<file path="config.mk">
export PLATFORM = sky130hd
export DESIGN_NAME = polyphonic_wavetable_oscillator_mixer_flat
export DESIGN_NICKNAME = d
export VERILOG_FILES = /design/src/hw/rtl/pwom_pkg.sv /design/src/hw/rtl/pwom_ifs.sv /design/src/hw/rtl/pwom_voice_ram.sv /design/src/hw/rtl/pwom_voice_step.sv /design/src/hw/rtl/polyphonic_wavetable_oscillator_mixer.sv /design/src/flat_wrapper.sv
export SDC_FILE = /design/constraint.sdc
export NUM_CORES = 1
export LEC_CHECK = 0
export CORE_ASPECT_RATIO = 1.25
export CORE_MARGIN = 2
export CORE_UTILIZATION = 65
export CTS_CLUSTER_DIAMETER = 50
export CTS_CLUSTER_SIZE = 16
export DETAILED_ROUTE_END_ITERATION = 6
export DONT_BUFFER_PORTS = 1
export PLACE_DENSITY = 0.81
export RECOVER_POWER = 50
export SYNTH_ARGS = -nofsm -noshare
export SYNTH_HDL_FRONTEND = slang
export SYNTH_SLANG_ARGS = --single-unit
</file>
<file path="constraint.sdc">
create_clock -name clk -period 17.39 [get_ports clk]
set_clock_uncertainty 0.2 [all_clocks]
set_input_delay 1.739 -clock clk [delete_from_list [all_inputs] [get_ports clk]]
set_output_delay 1.739 -clock clk [all_outputs]
set_load 0.02 [all_outputs]
</file>
<file path="src/hw/rtl/pwom_pkg.sv">
`timescale 1ns / 1ps
// Package for the wavetable oscillator mixer: types, codes, step tables and
// the quarter-wave lookup. Depends on nothing; the module files import it.
package pwom_pkg;

	localparam int VOICES   = 4;
	localparam int VOICE_AW = 2;

	localparam logic [7:0] NOTE_PAUSE = 8'h80;
	localparam logic [7:0] WAVE_MID   = 8'd128;

	typedef enum logic [1:0] {
		ACT_SET_NOTE = 2'd0,
		ACT_SAMPLE   = 2'd1,
		ACT_CLEAR    = 2'd2
	} action_t;

	typedef enum logic [1:0] {
		ST_IDLE,
		ST_RUN,
		ST_DIV,
		ST_DONE
	} state_t;

	typedef struct packed {
		logic [7:0] note;
		logic [9:0] idx;
		logic [7:0] frac;
	} voice_t;

	typedef struct packed {
		logic                rd_en;
		logic [VOICE_AW-1:0] rd_addr;
		logic                wr_note_en;
		logic                wr_phase_en;
		logic [VOICE_AW-1:0] wr_addr;
		logic                clr;
	} ram_ctl_t;

	localparam logic [10:0] STEP_BASE [0:127] = '{
		11'd0, 11'd0, 11'd0, 11'd0, 11'd0, 11'd0, 11'd0, 11'd1,
		11'd1, 11'd1, 11'd1, 11'd1, 11'd1, 11'd1, 11'd1, 11'd1,
		11'd1, 11'd1, 11'd1, 11'd2, 11'd2, 11'd2, 11'd2, 11'd2,
		11'd2, 11'd2, 11'd3, 11'd3, 11'd3, 11'd3, 11'd3, 11'd4,
		11'd4, 11'd4, 11'd4, 11'd5, 11'd5, 11'd5, 11'd6, 11'd6,
		11'd6, 11'd7, 11'd7, 11'd8, 11'd8, 11'd9, 11'd9, 11'd10,
		11'd10, 11'd11, 11'd12, 11'd12, 11'd13, 11'd14, 11'd15, 11'd16,
		11'd17, 11'd18, 11'd19, 11'd20, 11'd21, 11'd22, 11'd24, 11'd25,
		11'd27, 11'd28, 11'd30, 11'd32, 11'd34, 11'd36, 11'd38, 11'd40,
		11'd42, 11'd45, 11'd48, 11'd50, 11'd54, 11'd57, 11'd60, 11'd64,
		11'd68, 11'd72, 11'd76, 11'd80, 11'd85, 11'd90, 11'd96, 11'd101,
		11'd108, 11'd114, 11'd121, 11'd128, 11'd136, 11'd144, 11'd152, 11'd161,
		11'd171, 11'd181, 11'd192, 11'd203, 11'd216, 11'd228, 11'd242, 11'd256,
		11'd272, 11'd288, 11'd305, 11'd323, 11'd342, 11'd363, 11'd384, 11'd407,
		11'd432, 11'd457, 11'd484, 11'd513, 11'd544, 11'd576, 11'd611, 11'd647,
		11'd685, 11'd726, 11'd769, 11'd815, 11'd864, 11'd915, 11'd969, 11'd1027
	};

	localparam logic [7:0] STEP_FRAC [0:127] = '{
		8'd171, 8'd182, 8'd192, 8'd204, 8'd216, 8'd229, 8'd242, 8'd1,
		8'd16, 8'd32, 8'd50, 8'd68, 8'd87, 8'd107, 8'd129, 8'd152,
		8'd176, 8'd202, 8'd229, 8'd2, 8'd32, 8'd65, 8'd99, 8'd135,
		8'd174, 8'd215, 8'd2, 8'd48, 8'd96, 8'd147, 8'd202, 8'd4,
		8'd65, 8'd129, 8'd198, 8'd15, 8'd92, 8'd173, 8'd4, 8'd95,
		8'd192, 8'd39, 8'd148, 8'd7, 8'd129, 8'd3, 8'd140, 8'd29,
		8'd183, 8'd90, 8'd7, 8'd190, 8'd128, 8'd78, 8'd40, 8'd14,
		8'd3, 8'd6, 8'd24, 8'd59, 8'd111, 8'd181, 8'd15, 8'd125,
		8'd1, 8'd156, 8'd79, 8'd29, 8'd6, 8'd11, 8'd48, 8'd117,
		8'd221, 8'd106, 8'd29, 8'd250, 8'd2, 8'd56, 8'd159, 8'd57,
		8'd11, 8'd23, 8'd96, 8'd235, 8'd187, 8'd212, 8'd58, 8'd243,
		8'd3, 8'd111, 8'd61, 8'd115, 8'd22, 8'd46, 8'd193, 8'd214,
		8'd117, 8'd168, 8'd117, 8'd230, 8'd6, 8'd223, 8'd123, 8'd230,
		8'd45, 8'd92, 8'd129, 8'd172, 8'd235, 8'd79, 8'd234, 8'd205,
		8'd13, 8'd190, 8'd246, 8'd204, 8'd89, 8'd184, 8'd3, 8'd88,
		8'd214, 8'd158, 8'd211, 8'd154, 8'd25, 8'd123, 8'd235, 8'd152
	};

	// The quarter-wave table is a linear ramp.
	function automatic logic [6:0] quarter_wave(input logic [7:0] pos);
		return pos[7:1];
	endfunction

	function automatic logic [7:0] wave_value(input logic [9:0] idx);
		logic [6:0] r;
		r = idx[8] ? quarter_wave(~idx[7:0]) : quarter_wave(idx[7:0]);
		return idx[9] ? (WAVE_MID - {1'b0, r}) : (WAVE_MID + {1'b0, r});
	endfunction

endpackage

</file>
<file path="src/hw/rtl/pwom_ifs.sv">
`timescale 1ns / 1ps
// Handshake channels of the oscillator mixer: the command channel and the
// sample channel, each with valid, ready and payload. No dependencies.
interface pwom_in_if;
	logic       valid;
	logic       ready;
	logic [1:0] action;
	logic [1:0] voice;
	logic [7:0] note;

	modport source (output valid, action, voice, note, input ready);
	modport sink (input valid, action, voice, note, output ready);
endinterface

interface pwom_out_if;
	logic       valid;
	logic       ready;
	logic [7:0] sample;

	modport source (output valid, sample, input ready);
	modport sink (input valid, sample, output ready);
endinterface

</file>
<file path="src/hw/rtl/pwom_voice_ram.sv">
`timescale 1ns / 1ps
// Voice state memory: note, phase index and fraction per voice, registered
// read, separate note and phase writes, valid bits for reset and clear.
// Depends on pwom_pkg.
module pwom_voice_ram (
	input  logic                               clk,
	input  logic                               arst_n,
	input  pwom_pkg::ram_ctl_t                 ctl,
	input  logic [7:0]                         wr_note,
	input  logic [9:0]                         wr_idx,
	input  logic [7:0]                         wr_frac,
	output pwom_pkg::voice_t                   rd_data
);
	import pwom_pkg::*;

	logic [7:0]        note_mem [VOICES];
	logic [17:0]       phase_mem [VOICES];
	logic [VOICES-1:0] note_vld_q;
	logic [VOICES-1:0] phase_vld_q;
	voice_t            rd_q;

	always_ff @(posedge clk) begin
		if (ctl.wr_note_en) begin
			note_mem[ctl.wr_addr] <= wr_note;
		end
		if (ctl.wr_phase_en) begin
			phase_mem[ctl.wr_addr] <= {wr_idx, wr_frac};
		end
	end

	always_ff @(posedge clk or negedge arst_n) begin
		if (!arst_n) begin
			note_vld_q  <= '0;
			phase_vld_q <= '0;
		end else if (ctl.clr) begin
			note_vld_q  <= '0;
			phase_vld_q <= '0;
		end else begin
			if (ctl.wr_note_en) begin
				note_vld_q[ctl.wr_addr] <= 1'b1;
			end
			if (ctl.wr_phase_en) begin
				phase_vld_q[ctl.wr_addr] <= 1'b1;
			end
		end
	end

	// An entry not written since reset or clear reads as a paused voice at phase zero.
	always_ff @(posedge clk) begin
		if (ctl.rd_en) begin
			rd_q.note <= note_vld_q[ctl.rd_addr] ? note_mem[ctl.rd_addr] : NOTE_PAUSE;
			{rd_q.idx, rd_q.frac} <= phase_vld_q[ctl.rd_addr] ? phase_mem[ctl.rd_addr] : '0;
		end
	end

	assign rd_data = rd_q;

endmodule

</file>
<file path="src/hw/rtl/pwom_voice_step.sv">
`timescale 1ns / 1ps
// Per-voice datapath: wave value from the current phase and the advanced
// phase from the note's step. Depends on pwom_pkg.
module pwom_voice_step (
	input  pwom_pkg::voice_t cur,
	output logic             paused,
	output logic [7:0]       value,
	output logic [9:0]       nxt_idx,
	output logic [7:0]       nxt_frac
);
	import pwom_pkg::*;

	logic [8:0]  frac_sum;
	logic [10:0] base;

	assign paused   = cur.note[7];
	assign base     = STEP_BASE[cur.note[6:0]];
	assign frac_sum = {1'b0, cur.frac} + {1'b0, STEP_FRAC[cur.note[6:0]]};
	assign nxt_frac = frac_sum[7:0];
	assign nxt_idx  = cur.idx + base[9:0] + {9'd0, frac_sum[8]};
	assign value    = paused ? WAVE_MID : wave_value(cur.idx);

endmodule

</file>
<file path="src/hw/rtl/polyphonic_wavetable_oscillator_mixer.sv">
`timescale 1ns / 1ps
// Four-voice wavetable oscillator mixer. Set-note, clear and unused commands finish in idle.
// A sample command holds the command channel through the accept state, a read phase that
// takes the clipped voice count, one voice per cycle, from the voice memory read port and
// then drains its read stage, a divide state and an output handoff state. The word is valid
// once the handoff state loads it; the handoff waits while an earlier word is still held.
// The output register lets the next command be taken while a sample still waits.
// Depends on pwom_pkg, pwom_ifs, pwom_voice_ram and pwom_voice_step.
module polyphonic_wavetable_oscillator_mixer (
	input  logic              clk,
	input  logic              arst_n,
	input  logic              cfg_we,
	input  logic [2:0]        cfg_wdata,
	pwom_in_if.sink           cmd,
	pwom_out_if.source        mix
);
	import pwom_pkg::*;

	state_t              state_q, state_d;
	ram_ctl_t            ram_ctl;
	voice_t              rd_data;
	logic                paused;
	logic [7:0]          value;
	logic [9:0]          nxt_idx;
	logic [7:0]          nxt_frac;
	logic [2:0]          vc_q;
	logic [2:0]          cnt_q;
	logic [2:0]          cnt_clip;
	logic [2:0]          rd_cnt_q;
	logic                vld_s1;
	logic [VOICE_AW-1:0] idx_s1;
	logic [9:0]          sum_q;
	logic [7:0]          res_q;
	logic [7:0]          res_d;
	logic [19:0]         third_prod;
	logic                mix_vld_q;
	logic [7:0]          sample_q;
	logic                cmd_rdy;
	logic                start;
	logic                load;

	pwom_voice_ram u_ram (
		.clk     (clk),
		.arst_n  (arst_n),
		.ctl     (ram_ctl),
		.wr_note (cmd.note),
		.wr_idx  (nxt_idx),
		.wr_frac (nxt_frac),
		.rd_data (rd_data)
	);

	pwom_voice_step u_step (
		.cur      (rd_data),
		.paused   (paused),
		.value    (value),
		.nxt_idx  (nxt_idx),
		.nxt_frac (nxt_frac)
	);

	assign cnt_clip   = (vc_q > 3'(VOICES)) ? 3'(VOICES) : vc_q;
	assign third_prod = 20'(sum_q) * 20'd683;

	always_comb begin
		unique case (cnt_q)
			3'd1:    res_d = sum_q[7:0];
			3'd2:    res_d = sum_q[8:1];
			3'd3:    res_d = third_prod[18:11];
			3'd4:    res_d = sum_q[9:2];
			default: res_d = 8'd0;
		endcase
	end

	always_comb begin
		state_d = state_q;
		ram_ctl = '0;
		cmd_rdy = 1'b0;
		start   = 1'b0;
		load    = 1'b0;
		unique case (state_q)
			ST_IDLE: begin
				cmd_rdy         = 1'b1;
				ram_ctl.wr_addr = cmd.voice;
				if (cmd.valid) begin
					unique case (action_t'(cmd.action))
						ACT_SET_NOTE: begin
							ram_ctl.wr_note_en = ({1'b0, cmd.voice} < 3'(VOICES));
						end
						ACT_CLEAR: begin
							ram_ctl.clr = 1'b1;
						end
						ACT_SAMPLE: begin
							start   = 1'b1;
							state_d = ST_RUN;
						end
						default: begin
						end
					endcase
				end
			end
			ST_RUN: begin
				ram_ctl.rd_en       = (rd_cnt_q < cnt_q);
				ram_ctl.rd_addr     = rd_cnt_q[VOICE_AW-1:0];
				ram_ctl.wr_addr     = idx_s1;
				ram_ctl.wr_phase_en = vld_s1 && !paused;
				if ((rd_cnt_q == cnt_q) && !vld_s1) begin
					state_d = ST_DIV;
				end
			end
			ST_DIV: begin
				state_d = ST_DONE;
			end
			ST_DONE: begin
				if (!mix_vld_q || mix.ready) begin
					load    = 1'b1;
					state_d = ST_IDLE;
				end
			end
			default: begin
				state_d = ST_IDLE;
			end
		endcase
	end

	always_ff @(posedge clk or negedge arst_n) begin
		if (!arst_n) begin
			state_q   <= ST_IDLE;
			vc_q      <= 3'd0;
			cnt_q     <= 3'd0;
			rd_cnt_q  <= 3'd0;
			vld_s1    <= 1'b0;
			mix_vld_q <= 1'b0;
		end else begin
			state_q <= state_d;
			vld_s1  <= ram_ctl.rd_en;
			if (cfg_we) begin
				vc_q <= cfg_wdata;
			end
			if (start) begin
				cnt_q    <= cnt_clip;
				rd_cnt_q <= 3'd0;
			end else if (ram_ctl.rd_en) begin
				rd_cnt_q <= rd_cnt_q + 3'd1;
			end
			if (load) begin
				mix_vld_q <= 1'b1;
			end else if (mix.ready) begin
				mix_vld_q <= 1'b0;
			end
		end
	end

	always_ff @(posedge clk) begin
		idx_s1 <= ram_ctl.rd_addr;
		if (start) begin
			sum_q <= 10'd0;
		end else if (vld_s1) begin
			sum_q <= sum_q + {2'b00, value};
		end
		if (state_q == ST_DIV) begin
			res_q <= res_d;
		end
		if (load) begin
			sample_q <= res_q;
		end
	end

	assign cmd.ready  = cmd_rdy;
	assign mix.valid  = mix_vld_q;
	assign mix.sample = sample_q;

endmodule
</file>
<file path="src/flat_wrapper.sv">
// flat-port wrapper written by rule: the top's interface ports become plain ports
module polyphonic_wavetable_oscillator_mixer_flat import pwom_pkg::*;
  (clk, arst_n, cfg_we, cfg_wdata, cmd_valid, cmd_action, cmd_voice, cmd_note, cmd_ready, mix_valid, mix_sample, mix_ready);
  pwom_in_if cmd_i ();
  pwom_out_if mix_i ();
  input  logic clk;
  input  logic arst_n;
  input  logic cfg_we;
  input  logic [2:0] cfg_wdata;
  input wire logic [$bits(cmd_i.valid)-1:0] cmd_valid;
  input wire logic [$bits(cmd_i.action)-1:0] cmd_action;
  input wire logic [$bits(cmd_i.voice)-1:0] cmd_voice;
  input wire logic [$bits(cmd_i.note)-1:0] cmd_note;
  output wire logic [$bits(cmd_i.ready)-1:0] cmd_ready;
  output wire logic [$bits(mix_i.valid)-1:0] mix_valid;
  output wire logic [$bits(mix_i.sample)-1:0] mix_sample;
  input wire logic [$bits(mix_i.ready)-1:0] mix_ready;
  assign cmd_i.valid = cmd_valid;
  assign cmd_i.action = cmd_action;
  assign cmd_i.voice = cmd_voice;
  assign cmd_i.note = cmd_note;
  assign cmd_ready = cmd_i.ready;
  assign mix_valid = mix_i.valid;
  assign mix_sample = mix_i.sample;
  assign mix_i.ready = mix_ready;
  polyphonic_wavetable_oscillator_mixer u_core (.clk(clk), .arst_n(arst_n), .cfg_we(cfg_we), .cfg_wdata(cfg_wdata), .cmd(cmd_i), .mix(mix_i));
endmodule
</file>
Word level (Yosys, flattened, before mapping)

Memories as Yosys holds them, arrays and structs flattened. A register that Yosys moved wholly into a read port is not among the register bits.
Cells that the tools add are included.

Register bits after elaboration: 49
RAM bits: 104
Memory bits (read-only): 2432
Input port bits: 20
Output and inout bits: 10
Logic and storage cells: 111
Memories kept: 4

Memory list:

| memory                 | depth | bits a word | read ports | clocked after Yosys merged registers in | write ports | line                  | RTL |
|---|---|---|---|---|---|---|---|
| (name not given)       | 128   | 11          | 1          | 0                                       | 0           | pwom_voice_step.sv:17 | `assign base = STEP_BASE[cur.note[6:0]];` |
| (name not given)       | 128   | 8           | 1          | 0                                       | 0           | pwom_voice_step.sv:18 | `assign frac_sum = {1'b0, cur.frac} + {1'b0, STEP_FRAC[cur.note[6:0]]};` |
| u_core.u_ram.phase_mem | 4     | 18          | 1          | 1                                       | 1           | pwom_voice_ram.sv:17  | `logic [17:0] phase_mem [VOICES];` |
| u_core.u_ram.note_mem  | 4     | 8           | 1          | 1                                       | 1           | pwom_voice_ram.sv:16  | `logic [7:0] note_mem [VOICES];` |

$add $sub $neg: 7
$mul: 1
Order comparisons: 6
Eq/ne operators: 14
Muxes and demuxes: 47
Bitwise operators: 4
Reduce and logical (&&, ||, !) cells: 16

Operators with widths:

| operator               | number |
|---|---|
| $mux 8                 | 4 |
| $pmux 8 s4             | 1 |
| $mux 1                 | 22 |
| $mux 10                | 2 |
| $mul 10x10->19 const B | 1 |
| $mux 4                 | 4 |
| $mux 3                 | 4 |
| $add 10x1->10          | 1 |
| $add 10x10->10         | 1 |
| $add 10x8->10          | 1 |
| $add 8x8->9            | 1 |
| $add 8x7->8 const A    | 1 |
| $ge 8x8->1 const B     | 1 |
| $mux 2                 | 4 |
| $not 7->8              | 1 |
| $not 8->8              | 1 |
| $or 4x4->4             | 2 |
| $pmux 2 s4             | 1 |
| $reduce_bool 2->1      | 4 |
| $sub 8x7->8 const A    | 1 |
| $mux 7                 | 1 |
| $eq 2x2->1 const B     | 3 |
| $eq 3x2->1 const B     | 2 |
| $lt 2x3->1 const B     | 2 |
| other kinds (18)       | 29 |

Logic depth before layout (Yosys ltp)

Gate-level depths: netlist (run 1).

Depth after elaboration: 9
Depth in mapped cells: 29
Depth with buffers taken out: 27

By module

From an unflattened synthesis (run 1), not the netlist that was laid out.

Cells, all modules: 1132
Area, all modules: 12597.1 um^2

By module, submodules not included:

| module                                | instances | cells an instance | area each (um^2) | seq. area each (um^2) |
|---|---|---|---|---|
| pwom_voice_ram                        | 1         | 221               | 5211.2           | 4103.9 |
| polyphonic_wavetable_oscillator_mixer | 1         | 403               | 3936.3           | 1046.0 |
| pwom_voice_step                       | 1         | 508               | 3449.6           | 0.0 |

Least setup slack after synthesis (run 1)

OpenSTA, ideal clock, no wires.

Path kind: register -> register
Start: register u_core.u_ram.rd_data[19] (netlist name)
End: memory u_core.u_ram.phase_mem[0][16], data pin
Library setup time: 0.180 ns
Arrival: 5.255 ns
Data required time: 17.010 ns
Path slack: 11.754 ns
Cell stages (with the launch flop): 29
Buffers on the path: 3
Clock period less this slack: 5.636 ns
Path through: edfxtp_1 clkbuf_1 clkinv_1 ha_1 buf_2 clkbuf_1 o21ai_0 o21ai_0 o211ai_1 o22ai_1 ha_1 inv_1 fa_1 nor2b_1 o21ai_0 a21boi_0 o21a_1 o21ai_0 nand2b_1 a21oi_1 fa_1 fa_1 nor2b_1 o21ai_0 nand2b_1 a21o_1 a21oi_1 o21ai_0 xor2_1

Cells in the longest elaborated chain, start to end: 6
Elaborated cells between the ends (all ways): 10
Those cells by class: add/sub (3); mux (4); bitwise (1); memory (2)

Ends and longest elaborated chain:

| item                                                                  | line                                         | RTL |
|---|---|---|
| $not 7->8 (implied by the code) (*)                                   | pwom_voice_step.sv:17, pwom_voice_step.sv:18 |  |
| $mem_v2 128x11 or $mem_v2 128x8 (tied branches)                       | --                                           |  |
| $mux 10 (implied by the code) or $mux 8 (tied branches) (2 in series) | pwom_voice_step.sv:17, pwom_voice_step.sv:18 |  |
| $add 10x10->10 or $add 8x8->9 (tied branches)                         | pwom_voice_step.sv:20, pwom_voice_step.sv:18 |  |
| $add 10x1->10 (*)                                                     | pwom_voice_step.sv:20                        | `assign nxt_idx = cur.idx + base[9:0] + {9'd0, frac_sum[8]};` |
| named net u_core.nxt_idx[8]                                           | polyphonic_wavetable_oscillator_mixer.sv:24  | `logic [9:0] nxt_idx;` |
| end, declared                                                         | pwom_voice_ram.sv:17                         |  |

The timed path passes the listed nets; every way through them passes the cells marked *. The select of a mux whose other input is x is not followed.

Worst setup path in the final report (run 1)

Start: register u_core.u_ram.rd_data[19] (netlist name)
End: memory u_core.u_ram.phase_mem[2][17], data pin

Cells in the longest elaborated chain, start to end: 6
Elaborated cells between the ends (all ways): 10
Those cells by class: add/sub (3); mux (4); bitwise (1); memory (2)

Ends and longest elaborated chain:

| item                                                                  | line |
|---|---|
| $not 7->8 (implied by the code) (*)                                   | pwom_voice_step.sv:17, pwom_voice_step.sv:18 |
| $mem_v2 128x11 or $mem_v2 128x8 (tied branches)                       | -- |
| $mux 10 (implied by the code) or $mux 8 (tied branches) (2 in series) | pwom_voice_step.sv:17, pwom_voice_step.sv:18 |
| $add 10x10->10 or $add 8x8->9 (tied branches)                         | pwom_voice_step.sv:20, pwom_voice_step.sv:18 |
| $add 10x1->10 (*)                                                     | pwom_voice_step.sv:20 |
| named net u_core.nxt_idx[9]                                           | polyphonic_wavetable_oscillator_mixer.sv:24 |

Marked as above.

==> reports/metrics.yaml, run 1 <==
numCtsBuffers: 17
worstHoldPathType: "register to register"
dp.final_hpwl_um: 19800
async_flop_share: 0.117
ant_nets: 0
grtUsageTotal: 0.294
synth_area_leaders: "edfxtp_1 (36%), ha_1 (11%), dfrtp_1 (4.3%)"
hold_buffers: 0
die_w_um: 127
overflow: 0
root_buffer: "clkbuf_16"
yosysSeqAreaShare: 0.420
clkTransAtPathRegs_ns: 0.07
yosys-top-cells-count: "edfxtp_1 (146), nand2_1 (137), ha_1 (103), nor2_1 (92), inv_1 (84)"
synth_cell_type_count: 78
num_vias: 9444
end_kind: "register"
drive_above_1_share: 0.0578
die_h_um: 158
io_buffer_count: 0
core-area_um2: 18600
post-route-period-util: 0.405
wl_per_cell_um: 19.9
cts_buffer_depth: 2
fill_cells: 1389
syn_inst: 1241
grt_pass1_wl_um: 46200
synth_flop_cell: "edfxtp_1"
antenna_cells: 0
status: "finished with violations"
ys_ff_latch: 179
antenna_found_initial: 0
drt_first_pass_iters: 5
hold_viol: 0
dieArea_um2: 20000
routed_via_density: 6.54
nets: 1347
post-synth-top-area-fraction: 0.358
setup_violations: 0
synth.most_common_cell: "edfxtp_1"
syn2layout_area_growth_pct: 5.49
worstSetupPathType: "register to register"
synth_edf_count: 146
clk_latency_ns: 0.44
grt_pass1_vias: 9143
ys_warn_count: 0
start_kind: "register"
std_cell_rows: 56
cp_max_fo: 24
failed_checks: "max-capacitance violations, max-slew violations"
cts.repair.resized: 0
min_period_ns: 7.04
drcViolationCount: 0
wl_um: 28700
gp_congestion: 1.03
cp.required_ns: 17.37
fmax_ghz: 0.142
worstMarginPinSlew_ns: 2.72
ctsHtreeMaxLevel: 4
postSynthAreaPerCell_um2: 9.88
cts_sinks: 179
drt_iter0_drc: 993
relSlewSlack: -0.812
cap_violations: 3
syn-cell-area_um2: 12300
synthesis.nets: 1389
slew_viol_final: 148
grt_max_degree: 93
tns_ns: 0
io_pins: 30
post-cts-setup-buffers: 0
start_util: 0.658
yosys.area.top_type: "edfxtp_1"
cp.arrival_ns: 7.02
rsz0062_at_grt: "no"
cts_tree: "built"
==> worst paths after layout <==
kind	startpoint	endpoint	slack [ns]	cells after the start
setup reg to reg	u_core.u_ram.rd_data[19]$_SDFFCE_PN0P_	u_core.u_ram.phase_mem[2][17]$_DFFE_PP_	10.35	25
min in group asynchronous	arst_n	u_core.u_ram.note_vld_q[3]$_DFFE_PN0P_	0.79	0
max in group asynchronous	arst_n	u_core.rd_cnt_q[0]$_DFFE_PN0P_	16.12	0
hold reg to reg	u_core.res_q[1]$_DFFE_PP_	u_core.mix.sample[1]$_DFFE_PP_	0.22	0
hold / removal	u_core.res_q[1]$_DFFE_PP_	u_core.mix.sample[1]$_DFFE_PP_	0.22	0
setup / recovery	u_core.u_ram.rd_data[19]$_SDFFCE_PN0P_	u_core.u_ram.phase_mem[2][17]$_DFFE_PP_	10.35	25
==> metal layers <==
metal,up-vias,wire [um],global-route usage
li1,4462,-,-
met1,4447,11500,0.373
met2,442,14100,0.502
met3,93,1890,0.0404
met4,0,1130,0.137
met5,-,0,0
==> layout make-up <==
| type | count | area, um^2 | area share |
|---|---|---|---|
| clock inverter | 15 | 175 | 0.0135 |
| tap | 232 | 290 | 0.0224 |
| inverter | 85 | 319 | 0.0247 |
| multi-input combinational | 900 | 6480 | 0.501 |
| sequential | 179 | 5150 | 0.398 |
| timing repair buffer | 16 | 90.1 | 0.00697 |
| clock buffer | 17 | 425 | 0.0329 |
==> layout by cell type, fill, tap and decap left out, types with 17 or more instances in the layout <==
master | Yosys | routed
nand2_1 | 137 | 136
xnor2_1 | 25 | 25
ha_1 | 103 | 103
a21oi_1 | 79 | 79
nor3_1 | 22 | 22
dfrtp_1 | 21 | 20
o21ai_0 | 72 | 72
nor2b_1 | 40 | 40
clkbuf_16 | 0 | 17
nor2_1 | 92 | 92
nand3_1 | 18 | 18
edfxtp_1 | 146 | 146
fa_1 | 25 | 25
inv_1 | 84 | 84
a311oi_1 | 27 | 27
a211oi_1 | 41 | 41
==> stage by stage <==
stage               worst slack [ns]  instances  hold slack, ns  area [um^2]  utilization
detailed placement             10.69       1412           0.206        12400        0.663
finish                         10.35       1444           0.220        12900        0.694
CTS                            10.56       1444           0.223        13000        0.695
global placement               10.80       1412           0.202        12400        0.663
floorplan                      11.75       1241           0.200        12300            -
global route                    9.88       1444           0.227        12900        0.694
==> cells by family (layout without fill, tap and decap cells) <==
family | count (synthesis) | count (layout) | share of synthesized area
simple gates | 363 | 363 | 0.137
compound gates | 340 | 340 | 0.186
flops | 179 | 179 | 0.420
buf+inv | 162 | 133 | 0.0517
fa+ha+maj | 129 | 129 | 0.147
xor+xnor | 39 | 39 | 0.0279
mux | 29 | 29 | 0.0308
==> flip-flops by register name (all words and copies together) (netlist names) <==
| signal | flops |
|---|---|
| u_core.mix.valid | 1 |
| u_core.idx_s1 | 2 |
| u_core.u_ram.note_mem | 32 |
| u_core.res_q | 8 |
| u_core.cnt_q | 3 |
| u_core.u_ram.rd_data | 26 |
| u_core.sum_q | 10 |
| u_core.u_ram.phase_mem | 72 |
| u_core.vld_s1 | 1 |
| u_core.mix.sample | 8 |
| u_core.rd_cnt_q | 3 |
| u_core.u_ram.phase_vld_q | 4 |
| u_core.u_ram.note_vld_q | 4 |
| u_core.vc_q | 3 |
| u_core.state_q | 2 |
==> critical path, cell delays in order, from the launching register on <==
cell,delay (ns)
edfxtp_1,0.85
clkinv_1,0.55
ha_1,0.80
nand2b_1,0.24
o21ai_0,0.10
nor2_1,0.11
a31oi_1,0.05
nor2_1,0.13
a31oi_1,0.06
mux4_2,0.51
ha_1,0.33
nor2b_1,0.14
o21ai_0,0.20
a21boi_0,0.14
o21a_1,0.21
o21ai_0,0.24
nand2b_1,0.12
a21oi_1,0.18
fa_1,0.26
nor2b_1,0.06
o21ai_0,0.18
a21boi_0,0.14
o21ai_0,0.23
a21oi_1,0.14
or4_1,0.40
and3_1,0.21
Power of run 1 is left out: the tool's default activity adds up to more than one toggle a clock period on the data nets, which glitch-free logic cannot reach.
==> run 2: changes to the inputs <==
- ABC_AREA: default -> 1
- CORE_UTILIZATION: 65 -> 59
- PLACE_DENSITY: 0.81 -> 0.78
- clock period: 17.39 -> 5.85 ns (I/O delays scaled with it)
==> reports/metrics.yaml, run 2 <==
setup_violations: 0  # unchanged
post-synth-top-area-fraction: 0.354  # -0.00404
numCtsBuffers: 17  # unchanged
syn2layout_area_growth_pct: 7.11
cp.arrival_ns: 5.39  # -1.63 ns
clkTransAtPathRegs_ns: 0.08  # about the same
core-area_um2: 20700  # +11%
drt_iter0_drc: 891  # -10%
multiInputGateArea_um2: 6210  # -4.2%
register_area_um2: 5150  # about the same
holdWs_ns: 0.0280  # -0.192 ns
grtUsageTotal: 0.292  # -0.00168
syn-cell-area_um2: 12400  # +1.1%
start_kind: "register"
post-route-period-util: 0.915  # +0.510
std_cell_rows: 59  # +5.4%
gp_congestion: 1.02  # -1.0%
yosys.area_share.simple: 0.175  # +0.0379
cp_max_fo: 12  # -50%
cts_buffer_depth: 2  # unchanged
dp.final_hpwl_um: 23000  # +16%
syn_inst: 1417  # +14%
drt_first_pass_iters: 6  # +1
end_kind: "register"
worstSetupPathType: "register to register"
relSlewSlack: 0.0444  # +0.857
synth_fa_ha_area_frac: 0.144  # -0.00247
ys_warn_count: 0  # unchanged
ant_nets: 0  # unchanged
fill_cells: 1662  # +20%
start_util: 0.598  # -0.0600
synth_flop_cell: "edfxtp_1"
final_cell_mix: "nand2_1 (239), inv_1 (172), edfxtp_1 (146)"
postSynthAreaPerCell_um2: 8.75  # -11%
root_buffer: "clkbuf_16"
io_buffer_count: 0  # unchanged
overflow: 0  # unchanged
cp.required_ns: 5.88  # -11.49 ns
min_period_ns: 5.36  # -1.69 ns
antenna_found_initial: 0  # unchanged
drcViolationCount: 0  # unchanged
grt_pass1_wl_um: 51300  # +11%
regMostFlops: "u_core.u_ram.phase_mem"
grt_max_degree: 49  # -47%
grt_pass1_vias: 10000  # +9.4%
die_h_um: 166  # +5.4%
synth-compound-area-share: 0.157  # -0.0292
fmax_ghz: 0.187  # +32%
largest_reg_flops: 72  # unchanged
worstHoldPathType: "input pin to register"
hold_viol: 0  # unchanged
final_common_cell: "nand2_1"
yosysSeqAreaShare: 0.415  # -0.00475
cts_tree: "built"
clk_latency_ns: 0.44  # about the same
synthesis.nets: 1565  # +13%
yosys.area.top_type: "edfxtp_1"
synth_cell_type_count: 58  # -26%
r2r_setup_slack_ns: 0.49  # -9.85 ns
synthMuxAreaShare: 0.000908  # -0.0299
synth_edf_count: 146  # unchanged
tns_ns: 0  # unchanged
ys_ff_latch: 179  # unchanged
die_w_um: 134  # +5.4%
synth_xor_area_frac: 0.0244  # -0.00344
yosys-top-cells-count: "nand2_1 (239), inv_1 (171), edfxtp_1 (146), nor2_1 (144), ha_1 (103)"
cap_violations: 0  # -3
async_flop_share: 0.117  # unchanged
synth.most_common_cell: "nand2_1"
drive_above_1_share: 0.0935  # +0.0357
num_vias: 10000  # +6.3%
nets: 1558  # +16%
cts_sinks: 179  # unchanged
status: "complete, no violations"
wl_per_cell_um: 18.4  # -7.1%
io_pins: 30  # unchanged
synth_area_leaders: "edfxtp_1 (35%), ha_1 (10%), nand2_1 (7.2%)"
worstMarginPinSlew_ns: 1.43  # -1.28 ns
routed_via_density: 5.92  # -9.5%
ctsHtreeMaxLevel: 4  # unchanged
antenna_cells: 0  # unchanged
dieArea_um2: 22200  # +11%
slew_viol_final: 0  # -100%
post-cts-setup-buffers: 0  # unchanged
synth_top_family_by_area: "simple AND/OR/NAND/NOR gates"
wl_um: 31300  # +9.2%
rsz0062_at_grt: "no"
==> run 2: cell count changes in the layout (fill, tap and decap cells not counted), moves of 17 or more <==
cell      change
o21ai_0      +25
o21ai_1      +29
inv_2        +22
a211oi_1     -40
a311oi_1     -27
nand3_1      +47
inv_1        +88
nand2_1     +103
o22ai_1      +36
nor2b_1      -40
nor2_1       +51
o211ai_1     +17
==> run 2: area by class of cell <==
| type | count | area share |
|---|---|---|
| Multi-Input combinational cell | 990 | 0.468 |
| Inverter | 198 | 0.0563 |
| Sequential cell | 179 | 0.388 |
| Clock inverter | 14 | 0.0149 |
| Tap cell | 274 | 0.0258 |
| Timing Repair Buffer | 24 | 0.0136 |
| Clock buffer | 18 | 0.0339 |
==> run 2: repair_timing <==
item / in CTS / in global routing
hold endpoints to repair: 21 / 0
resized for setup: 0 / 1
hold buffers: 1 / 0
endpoints found under the setup margin: 0 / 4
==> run 2: through the flow <==
stage | util | instance area [um^2] | worst slack (ns) | cells
4_1_cts | 0.641 | 13300 | 0.473 | 1697
2_1_floorplan | - | 12400 | 0.952 | 1417
5_1_grt | 0.640 | 13300 | 0.0671 | 1697
6_report | 0.640 | 13300 | 0.495 | 1697
3_3_place_gp | 0.609 | 12600 | 0.680 | 1664
3_5_place_dp | 0.609 | 12600 | 0.573 | 1664
==> run 2: critical path, stage by stage, from the launching register on <==
cell and delay (ns):
edfxtp_1 0.43, inv_2 0.24, ha_1 0.39, inv_1 0.09, nand2_1 0.06, nand2_1 0.19
o21ai_0 0.11, o211ai_1 0.16, nand3_1 0.09, nand2_1 0.13, ha_1 0.18, inv_1 0.05
fa_1 0.43, o31ai_2 0.34, a21o_1 0.18, a21oi_1 0.08, fa_1 0.43, fa_1 0.42
o21ai_0 0.36, a21oi_1 0.13, nor2_1 0.11, nor2_1 0.06, xnor2_1 0.27
==> run 2: worst paths after layout <==
kind / from / endpoint / depth (start not counted)
worst max-delay path: u_core.u_ram.rd_data[18]$_SDFFCE_PN0P_ / u_core.u_ram.phase_mem[1][14]$_DFFE_PP_ / 22
worst max register to register: u_core.u_ram.rd_data[18]$_SDFFCE_PN0P_ / u_core.u_ram.phase_mem[1][14]$_DFFE_PP_ / 22
worst min register to register: u_core.res_q[6]$_DFFE_PP_ / u_core.mix.sample[6]$_DFFE_PP_ / 0
max in group asynchronous: arst_n / u_core.mix.valid$_DFFE_PN0P_ / 1
min in group asynchronous: arst_n / u_core.u_ram.phase_vld_q[0]$_DFFE_PN0P_ / 1
worst min-delay path: cmd_note[1] / u_core.u_ram.note_mem[1][1]$_DFFE_PP_ / 0
==> run 2: logic make-up after synthesis <==
logic type | count (synthesis)
and+or+nand+nor | 503
buffers and inverters | 248
xor gates and xnor gates | 32
muxes | 1
AOI/OAI and AO/OA | 326
adders and majority gates | 128
DFF | 179
==> run 2: routing by layer <==
metal  share of wire  global-route usage
met5               0                   0
met4           0.034               0.122
met2            0.51               0.507
met1            0.40               0.364
met3           0.059              0.0452
Power of run 2 is left out for the same reason.
==> run 3: changes to the inputs <==
- CORE_ASPECT_RATIO: 1.25 -> 1.5
- SYNTH_HIERARCHICAL: default -> 1
==> reports/metrics.yaml, run 3 <==
largest_reg_flops: 72  # unchanged
std_cell_rows: 66  # +12%
dp.final_hpwl_um: 24800  # +7.5%
routed_via_density: 5.79  # -2.2%
ys_warn_count: 6  # +6
ys_ff_latch: 179  # unchanged
syn_inst: 1682  # +19%
final_core_util: 0.634  # -0.00667
regMostFlops: "u_core/u_ram/phase_mem"
cp.required_ns: 5.81  # -0.07 ns
overflow: 0  # unchanged
grt_pass1_wl_um: 56400  # +9.9%
yosys-top-cells-count: "nand2_1 (508), inv_1 (291), nand3_1 (175), edfxtp_1 (146), ha_1 (104)"
numCtsBuffers: 17  # unchanged
synth_cell_type_count: 46  # -21%
post-cts-setup-buffers: 0  # unchanged
clk_latency_ns: 0.44  # about the same
reg2regPathDepth: 31  # +41%
die_w_um: 126  # -6.1%
wl_per_cell_um: 18.0  # -2.3%
yosysSeqAreaShare: 0.394  # -0.0215
synth_edf_count: 146  # unchanged
tns_ns: 0  # unchanged
io_buffer_count: 0  # unchanged
start_kind: "register"
cpMaxStageDelayCell: "edfxtp_1"
drt_iter0_drc: 1077  # +21%
final_cell_mix: "nand2_1 (508), inv_1 (290), nand3_1 (175)"
antenna_cells: 0  # unchanged
num_vias: 11300  # +12%
hold_buffers: 1  # unchanged
drive_above_1_share: 0.0514  # -0.0421
grtUsageTotal: 0.306  # +0.0133
core-area_um2: 21700  # +4.7%
slew_viol_final: 30  # +30
cts_tree: "built"
postSynthAreaPerCell_um2: 7.77  # -11%
grt_max_degree: 59  # +20%
drt_first_pass_iters: 5  # -1
rsz0062_at_grt: "no"
grt_pass1_vias: 11400  # +14%
post-synth-top-area-fraction: 0.335  # -0.0183
clkTransAtPathRegs_ns: 0.08  # about the same
final_common_cell: "nand2_1"
synthesis.nets: 1831  # +17%
synth_area_leaders: "edfxtp_1 (34%), nand2_1 (15%), ha_1 (10%)"
final.setup.worst_slack_ns: 0.642  # +0.147 ns
cap_violations: 1  # +1
cts.repair.resized: 0  # unchanged
dp_slack_ns: 0.743  # +0.170 ns
fmax_ghz: 0.192  # +2.8%
syn-cell-area_um2: 13100  # +5.4%
cts_sinks: 179  # unchanged
end_kind: "register"
min_from: "cmd_note[4]"
async_flop_share: 0.117  # unchanged
wl_um: 35000  # +12%
holdWs_ns: 0.0423  # +0.0143 ns
synth_flop_cell: "edfxtp_1"
worstSetupPathType: "register to register"
cp.arrival_ns: 5.17  # -0.22 ns
cts_buffer_depth: 2  # unchanged
io_pins: 30  # unchanged
min_period_ns: 5.21  # -0.147 ns
post-route-period-util: 0.890  # -0.0251
holdPathStages: 0  # unchanged
hold_viol: 0  # unchanged
relSlewSlack: -0.183  # -0.227
syn2layout_area_growth_pct: 5.24
worstMarginPinSlew_ns: 1.77  # +0.341 ns
die_h_um: 186  # +12%
start_util: 0.602  # +0.00428
gp_congestion: 0.951  # -6.8%
ctsHtreeMaxLevel: 4  # unchanged
cp_max_fo: 14  # +2
drcViolationCount: 0  # unchanged
hold_end: "u_core/u_ram/note_mem[3][4]$_DFFE_PP_"
r2r-start: "u_core/u_ram/rd_data[19]$_SDFFCE_PN0P_"
r2r_setup_slack_ns: 0.64  # +0.15 ns
status: "finished with violations"
cpMostUsedCell: "nand2_1"
nets: 1810  # +16%
antenna_found_initial: 0  # unchanged
slowest_delay_ns: 0.68  # +0.25 ns
failed_checks: "max-capacitance violations, max-slew violations"
yosys.area.top_type: "edfxtp_1"
worst_r2r_endpoint: "u_core/u_ram/phase_mem[2][16]$_DFFE_PP_"
setup_violations: 0  # unchanged
ant_nets: 0  # unchanged
worstHoldPathType: "input pin to register"
synth.most_common_cell: "nand2_1"
root_buffer: "clkbuf_16"
dieArea_um2: 23400  # +5.4%
[run 3: final cells by class]
cell class / instances / area (um^2)
clock buffer: 18 / 429
clock inverter: 14 / 144
fill: 1864 / 7960
inverter: 304 / 1140
multi-input combinational: 1145 / 6460
sequential: 179 / 5150
tap: 272 / 340
timing repair buffer: 14 / 100
[run 3: kinds of logic (layout without fill, tap and decap cells)]
| family | after synthesis | in the layout | synth area share |
|---|---|---|---|
| AOI/OAI and AO/OA | 192 | 192 | 0.0815 |
| xor gates and xnor gates | 23 | 23 | 0.0166 |
| adders and majority gates | 129 | 129 | 0.138 |
| buffers and inverters | 358 | 350 | 0.112 |
| DFF | 179 | 179 | 0.394 |
| muxes | 1 | 1 | 0.000861 |
| and+or+nand+nor | 800 | 800 | 0.258 |
[run 3: stage by stage]
step	cell area [um^2]	std cells
final	13800	1946
after global routing	13800	1946
after floorplan	13100	1682
after global placement	13200	1913
after CTS	13800	1946
after detailed placement	13200	1913
[run 3: routing by layer]
metal  vias up  share of wire  track usage
li1       5375              -            -
met4         0          0.074        0.218
met5         -              0            0
met2       509           0.50        0.527
met3       145          0.060       0.0490
met1      5235           0.36        0.340
[run 3: how the worst max path moves through the flow]
stage	to	from
after floorplan	u_core/u_ram/phase_mem[0][16]$_DFFE_PP_	u_core/u_ram/rd_data[18]$_SDFFCE_PN0P_
after global placement	u_core/u_ram/phase_mem[0][16]$_DFFE_PP_	u_core/u_ram/rd_data[19]$_SDFFCE_PN0P_
after detailed placement	u_core/u_ram/phase_mem[2][16]$_DFFE_PP_	u_core/u_ram/rd_data[19]$_SDFFCE_PN0P_
after CTS	u_core/u_ram/phase_mem[2][16]$_DFFE_PP_	u_core/u_ram/rd_data[19]$_SDFFCE_PN0P_
after global routing	u_core/u_ram/phase_mem[2][16]$_DFFE_PP_	u_core/u_ram/rd_data[19]$_SDFFCE_PN0P_
final	u_core/u_ram/phase_mem[2][16]$_DFFE_PP_	u_core/u_ram/rd_data[19]$_SDFFCE_PN0P_
[run 3: critical path, delay by kind of cell (launching register included)]
kind	cells	cell delay, ns
buf+inv	5	0.57
flops	1	0.68
compound gates	2	0.22
simple gates	19	1.47
fa+ha+maj	5	1.77
Power of run 3 is left out for the same reason.
